## config.mk

```make
export PLATFORM = sky130hd
export DESIGN_NAME = ilcb_scale
export DESIGN_NICKNAME = d
export VERILOG_FILES = /design/src/rtl/core/interval_location_case_binning_defines.svh /design/src/rtl/core/ilcb_pkg.sv /design/src/rtl/core/ilcb_scale.sv
export SDC_FILE = /design/constraint.sdc
export NUM_CORES = 2
export LEC_CHECK = 0
export ABC_AREA = 1
export BUFFER_PORTS_ARGS = -buffer_cell sky130_fd_sc_hd__buf_2
export CAP_MARGIN = 10
export CORE_MARGIN = 8
export CORE_UTILIZATION = 40
export CTS_CLUSTER_DIAMETER = 200
export DETAILED_ROUTE_END_ITERATION = 8
export GPL_TIMING_DRIVEN = 0
export PLACE_DENSITY = 0.65
export SKIP_LAST_GASP = 1
export SLEW_MARGIN = 25
export SYNTH_ARGS = -nofsm -noshare
export SYNTH_HDL_FRONTEND = slang
export SYNTH_SLANG_ARGS = --single-unit
```

## constraint.sdc

```tcl
create_clock -name i_clk -period 18.3 [get_ports i_clk]
set_clock_uncertainty 0.15 [all_clocks]
set_input_delay 3.66 -clock i_clk [delete_from_list [all_inputs] [get_ports i_clk]]
set_output_delay 3.66 -clock i_clk [all_outputs]
set_load 0.02 [all_outputs]
```

## src/rtl/core/interval_location_case_binning_defines.svh

```systemverilog
// ---------------------------------------------------------------------------
// Assertion macros for the interval/location binning block
// Shared property shorthands, clocked on i_clk and disabled in reset.
// ---------------------------------------------------------------------------
`ifndef INTERVAL_LOCATION_CASE_BINNING_DEFINES_SVH
`define INTERVAL_LOCATION_CASE_BINNING_DEFINES_SVH

// same-cycle implication
`define ILCB_ASSERT_IMP(label, ante, cons, msg) \
    label: assert property (@(posedge i_clk) disable iff (!i_rst_n) (ante) |-> (cons)) \
        else $error(msg);

// next-cycle implication
`define ILCB_ASSERT_NXT(label, ante, cons, msg) \
    label: assert property (@(posedge i_clk) disable iff (!i_rst_n) (ante) |=> (cons)) \
        else $error(msg);

`endif

```

## src/rtl/core/ilcb_pkg.sv

```systemverilog
`timescale 1ns / 1ps
// ---------------------------------------------------------------------------
// ilcb_pkg
// Types, codes and saturating helpers for the interval/location binning block.
// ---------------------------------------------------------------------------
package ilcb_pkg;

    typedef enum logic [2:0] {
        CMD_CLEAR  = 3'd0,
        CMD_ADD    = 3'd1,
        CMD_REMOVE = 3'd2,
        CMD_FINAL  = 3'd3,
        CMD_READ   = 3'd4
    } t_cmd;

    typedef enum logic [1:0] {
        ST_OK         = 2'd0,
        ST_IGNORED    = 2'd1,
        ST_ZERO_TOTAL = 2'd2
    } t_status;

    // configuration register indexes
    localparam logic [1:0] CFG_INTERVALS = 2'd0;
    localparam logic [1:0] CFG_LOCATIONS = 2'd1;
    localparam logic [1:0] CFG_CALIBRATE = 2'd2;

    // bit steps of the scaling divide (96-bit dividend)
    localparam int DIV_STEPS = 96;

    typedef struct packed {
        logic [2:0]  cmd;
        logic [3:0]  interval;
        logic [7:0]  location;
        logic [15:0] patients;
        logic [31:0] measure;
        logic        censored;
    } t_in_req;

    typedef struct packed {
        logic [1:0]  status;
        logic [47:0] cell_measure;
        logic [31:0] cell_cases;
        logic [31:0] cell_censored;
        logic [31:0] total_cases;
        logic [47:0] total_measure;
    } t_out_rsp;

    typedef struct packed {
        logic [47:0] meas;
        logic [31:0] cases;
        logic [31:0] cens;
    } t_cell;

    typedef enum logic [3:0] {
        S_IDLE, S_CLR, S_CELL_RD, S_CELL_MOD, S_SC_RD, S_SC_START, S_SC_WAIT,
        S_CU_TOP, S_CU_TOPD, S_CU_RD, S_CU_WR, S_RESP
    } t_state;

    typedef enum logic [2:0] {
        SC_IDLE, SC_MUL_LO, SC_MUL_HI, SC_LOAD, SC_DIV, SC_DONE
    } t_sc_state;

    function automatic logic [47:0] sat_add48(input logic [47:0] a, input logic [47:0] b);
        logic [48:0] s;
        s = {1'b0, a} + {1'b0, b};
        return s[48] ? '1 : s[47:0];
    endfunction

    function automatic logic [31:0] sat_add32(input logic [31:0] a, input logic [31:0] b);
        logic [32:0] s;
        s = {1'b0, a} + {1'b0, b};
        return s[32] ? '1 : s[31:0];
    endfunction

    function automatic t_cell cell_sum(input t_cell a, input t_cell b);
        t_cell r;
        r.meas  = sat_add48(a.meas, b.meas);
        r.cases = sat_add32(a.cases, b.cases);
        r.cens  = sat_add32(a.cens, b.cens);
        return r;
    endfunction

endpackage

```

## src/rtl/core/ilcb_scale.sv

```systemverilog
`timescale 1ns / 1ps
// ---------------------------------------------------------------------------
// ilcb_scale
// Computes floor(m * c * 2^16 / d) saturated to 48 bits: two partial products
// (m[31:0] * c and m[47:32] * c), then a restoring divide one quotient bit per cycle.
// ---------------------------------------------------------------------------
module ilcb_scale (
    input  logic        i_clk,
    input  logic        i_rst_n,
    input  logic        i_start,
    input  logic [47:0] i_m,
    input  logic [31:0] i_c,
    input  logic [47:0] i_d,
    output logic        o_done,
    output logic [47:0] o_q
);
    import ilcb_pkg::*;

    t_sc_state r_sc_state, n_sc_state;
    logic [47:0] r_m;
    logic [31:0] r_c;
    logic [47:0] r_d;
    logic [63:0] r_plo;
    logic [47:0] r_phi;
    logic [95:0] r_dvd;
    logic [47:0] r_rem;
    logic [47:0] r_q;
    logic        r_ovf;
    logic [6:0]  r_cnt;

    logic [79:0] w_prod;
    logic [48:0] w_rem_sh;
    logic        w_ge;
    logic [48:0] w_rem_sub;

    // full product and one divide step
    assign w_prod    = {16'b0, r_plo} + {r_phi, 32'b0};
    assign w_rem_sh  = {r_rem, r_dvd[95]};
    assign w_ge      = (w_rem_sh >= {1'b0, r_d});
    assign w_rem_sub = w_rem_sh - {1'b0, r_d};

    // next state
    always_comb begin
        n_sc_state = r_sc_state;
        case (r_sc_state)
            SC_IDLE:   if (i_start) n_sc_state = SC_MUL_LO;
            SC_MUL_LO: n_sc_state = SC_MUL_HI;
            SC_MUL_HI: n_sc_state = SC_LOAD;
            SC_LOAD:   n_sc_state = SC_DIV;
            SC_DIV:    if (r_cnt == 7'(DIV_STEPS - 1)) n_sc_state = SC_DONE;
            SC_DONE:   n_sc_state = SC_IDLE;
            default:   n_sc_state = SC_IDLE;
        endcase
    end

    // outputs
    always_comb begin
        o_done = (r_sc_state == SC_DONE);
        o_q    = r_ovf ? '1 : r_q;
    end

    always_ff @(posedge i_clk) begin
        if (!i_rst_n) begin
            r_sc_state <= SC_IDLE;
        end else begin
            r_sc_state <= n_sc_state;
        end
        case (r_sc_state)
            SC_IDLE: begin
                if (i_start) begin
                    r_m <= i_m;
                    r_c <= i_c;
                    r_d <= i_d;
                end
            end
            SC_MUL_LO: r_plo <= 64'(r_m[31:0]) * 64'(r_c);
            SC_MUL_HI: r_phi <= 48'(r_m[47:32]) * 48'(r_c);
            SC_LOAD: begin
                r_dvd <= {w_prod, 16'b0};
                r_rem <= '0;
                r_q   <= '0;
                r_ovf <= 1'b0;
                r_cnt <= '0;
            end
            SC_DIV: begin
                r_dvd <= {r_dvd[94:0], 1'b0};
                r_rem <= w_ge ? w_rem_sub[47:0] : w_rem_sh[47:0];
                r_q   <= {r_q[46:0], w_ge};
                r_ovf <= r_ovf | r_q[47];
                r_cnt <= r_cnt + 7'd1;
            end
            default: ;
        endcase
    end

endmodule

```

==> flow_summary_export.csv <==
group,metric,value,unit
run_status,run_status,"finished, final reports clean",
logic_synthesis,synth.area.mux_share,0,%
logic_synthesis,synth_cell_types,44,
clock_tree,clockBufferDepth,3,
logic_synthesis,ys_seq_area_share,17.1,%
global_routing,grt_pass1_vias,64800,
timing,finalSetupViolations,0,
timing,fin_crit_sh,49.2,%
route,wl_per_cell,22.3,µm
logic_synthesis,synth_top_family_by_area,"adder cells",
logic_synthesis,synth_flop_cell,"edfxtp_1",
global_routing,grt_max_degree,54,
worst_setup_path,crit_type,"flip-flop to flip-flop",
die,die_x,449,µm
timing,tns,0,ns
worst_setup_path,crit_family,"adder cells",
clock_tree,cts_made_buffers,52,
logic_synthesis,synth.ff_latch_count,427,
logic_synthesis,netlist_area,74800,µm²
die,ios,180,
die,die_h,449,µm
clock_tree,clock-sinks,427,
logic_synthesis,synthAdderAreaFrac,43.0,%
worst_setup_path,cp-end-kind,"flip-flop",
route,drc,0,
run,max_cap_violations,0,
cells_and_area,seqCellArea,12800,µm²
clock_tree,post_cts_buffers,0,
die,die_area,201000,µm²
route,ant_nets,0,
logic_synthesis,syn_inst,9622,
die,core-area,186000,µm²
die,rows,158,
worst_setup_path,worstSetupStartpointType,"flip-flop",
global_routing,grt_util_all_layers,27.1,%
worst_setup_path,max_stage_delay,0.81,ns
route,wirelength,277000,µm
route,drt-pass1-iter-count,6,
logic_synthesis,async_reset_ff_share,0,%
clock_tree,clkLatencyLatePin,0.72,ns
worst_setup_path,r2r_slack,9.29,ns
timing,post-route-min-period,9.01,ns
cells_and_area,num-nets-final,11800,
cells_and_area,most-common-layout-cells,"nand2_1 (2888), inv_1 (2669), fa_1 (1316)",
route,via_per_inst,5.07,
cells_and_area,final_layout_size_suffix_gt1_share,3.91,%
timing,hold_violations,0,
logic_synthesis,yosys_warnings,0,
cells_and_area,multi_input_area,50600,µm²
worst_setup_path,cp_slowest_cell,"buf_1",
route,drt_iter0_markers,6122,
timing,maxSlewHeadroom,16.6,%
timing,tightest_slew,1.25,ns
clock_tree,cts_resized,0,
logic_synthesis,syn_avg_cell_area,7.78,µm²
clock_tree,hold_buffers,0,
clock_tree,clk_pin_slew_worst_paths,0.06,ns
logic_synthesis,synth_compound_area_share,2.95,%
timing,final-max-slew-violation-count,0,
global_routing,antenna_found_initial,7,
worst_setup_path,cpMostUsedCell,"fa_1",
clock_tree,cts_tree,"done",
global_routing,grt_first_pass_wirelength,411000,µm
worst_setup_path,crit_arrival,9.35,ns
worst_setup_path,worstPathCellList,"clkbuf_1 > buf_1 > nand2_1 > fa_1 > fa_1 > fa_1 > fa_1 > inv_1 > fa_1 > fa_1 > fa_1 > fa_1 > ha_1 > nand2_1 > nor2_1 > inv_1 > nor3_1 > inv_1 > nor2_1 > nand3b_1 > nand3_1 > xor2_1",
logic_synthesis,synth_top_area_share,35.2,%
worst_setup_path,required,18.63,ns
place,gp_congestion,1.00,
cells_and_area,area_growth_syn_to_layout,8.22,%
timing,grt_setup_unrepaired,"no",
logic_synthesis,synth_edf_count,424,
timing,fmax,111,MHz
cells_and_area,final_common_cell,"nand2_1",
cells_and_area,fill_cells,18800,
worst_setup_path,path_max_fanout,10,
worst_setup_path,path_buf_inv,5,
die,start_util,40.3,%
logic_synthesis,synthSimpleGateAreaFrac,20.2,%
logic_synthesis,synth_xor_xnor_area_share,1.44,%
global_routing,grt-ovfl-total,0,
clock_tree,root_buffer,"clkbuf_16",
logic_synthesis,synth_area_leader_cell,"fa_1",
route,vias,62800,
timing,whs,0.337,ns
place,numPortBuffers,179,
clock_tree,htreeDepth,2,
place,place_hpwl,234000,µm
worst_hold_path,hp-class,"flip-flop to flip-flop",
logic_synthesis,synthTopCellsByArea,"fa_1 (35%), edfxtp_1 (17%), nand2_1 (14%), inv_1 (13%), ha_1 (7.8%)",
logic_synthesis,synth_nets,11500,
[logic make-up after synthesis]
logic type / after synthesis
xor gates and xnor gates: 123
DFF: 427
adders and majority gates: 1780
and+or+nand+nor: 3832
buffers and inverters: 3046
AOI/OAI and AO/OA: 414
[metal layers]
metal | GRT usage (%) | wire [µm] | vias up
met5 | 0 | 13 | -
met1 | 35.5 | 110000 | 30700
met4 | 14.1 | 18400 | 2
met2 | 42.5 | 120000 | 3116
met3 | 5.68 | 27500 | 708
li1 | - | - | 28300
[worst paths after layout]
path	startpoint	to	cells after the start
max	r_c[8]	r_plo[37]	22
min	r_dvd[39]	r_dvd[40]	2
max reg2reg	r_c[8]	r_plo[37]	22
min reg2reg	r_dvd[39]	r_dvd[40]	2
[cell type report]
class / instances / share of cell area (%)
Tap cell: 2480 / 3.83
Timing Repair Buffer: 197 / 1.47
Clock buffer: 62 / 1.67
Multi-Input combinational cell: 6149 / 62.4
Sequential cell: 427 / 15.8
Clock inverter: 35 / 0.513
Buffer: 358 / 1.82
Inverter: 2688 / 12.5
Antenna cell: 3 / 0.00927
[cells in the mapped netlist (all sizes together), types with 5 or more instances]
master / instances
a21o: 6
nand3: 209
a31oi: 5
nand3b: 5
xor2: 83
and2: 9
nor4: 12
nand4: 88
clkbuf: 285
nor2: 563
o21ai: 141
xnor2: 40
or2: 6
o21bai: 21
o21a: 12
edfxtp: 424
a21boi: 5
a21oi: 218
nor3: 44
nand2: 2892
inv: 2685
buf: 73
fa: 1316
ha: 464
[state kept, by name, indices dropped and copies added, names as in the netlist]
register / count
r_plo: 64
r_c: 32
r_dvd: 80
r_q: 48
r_rem: 48
r_phi: 48
r_d: 48
r_ovf: 1
r_sc_state: 3
r_cnt: 7
r_m: 48
[through the flow]
step | worst slack [ns] | utilization (%) | std cells | instance area [µm²]
4_1_cts | 9.41 | 43.6 | 12400 | 81000
6_report | 9.29 | 43.6 | 12400 | 81000
5_1_grt | 9.07 | 43.6 | 12400 | 81000
3_3_place_gp | 5.06 | 42.5 | 12300 | 78800
3_5_place_dp | 9.45 | 42.7 | 12300 | 79200
2_1_floorplan | 8.56 | - | 9622 | 74800
[worst reg2reg max path: cells and delay by family (launching register included)]
| family | cells | cell delay, ns |
|---|---|---|
| XOR/XNOR | 1 | 0.31 |
| adder cells (fa/ha/maj) | 9 | 4.85 |
| buffers and inverters | 5 | 1.78 |
| flip-flops | 1 | 0.54 |
| AND/OR/NAND/NOR | 7 | 1.18 |
Power is left out: the tool's default activity adds up to more than one toggle a clock period on the data nets, which glitch-free logic cannot reach.
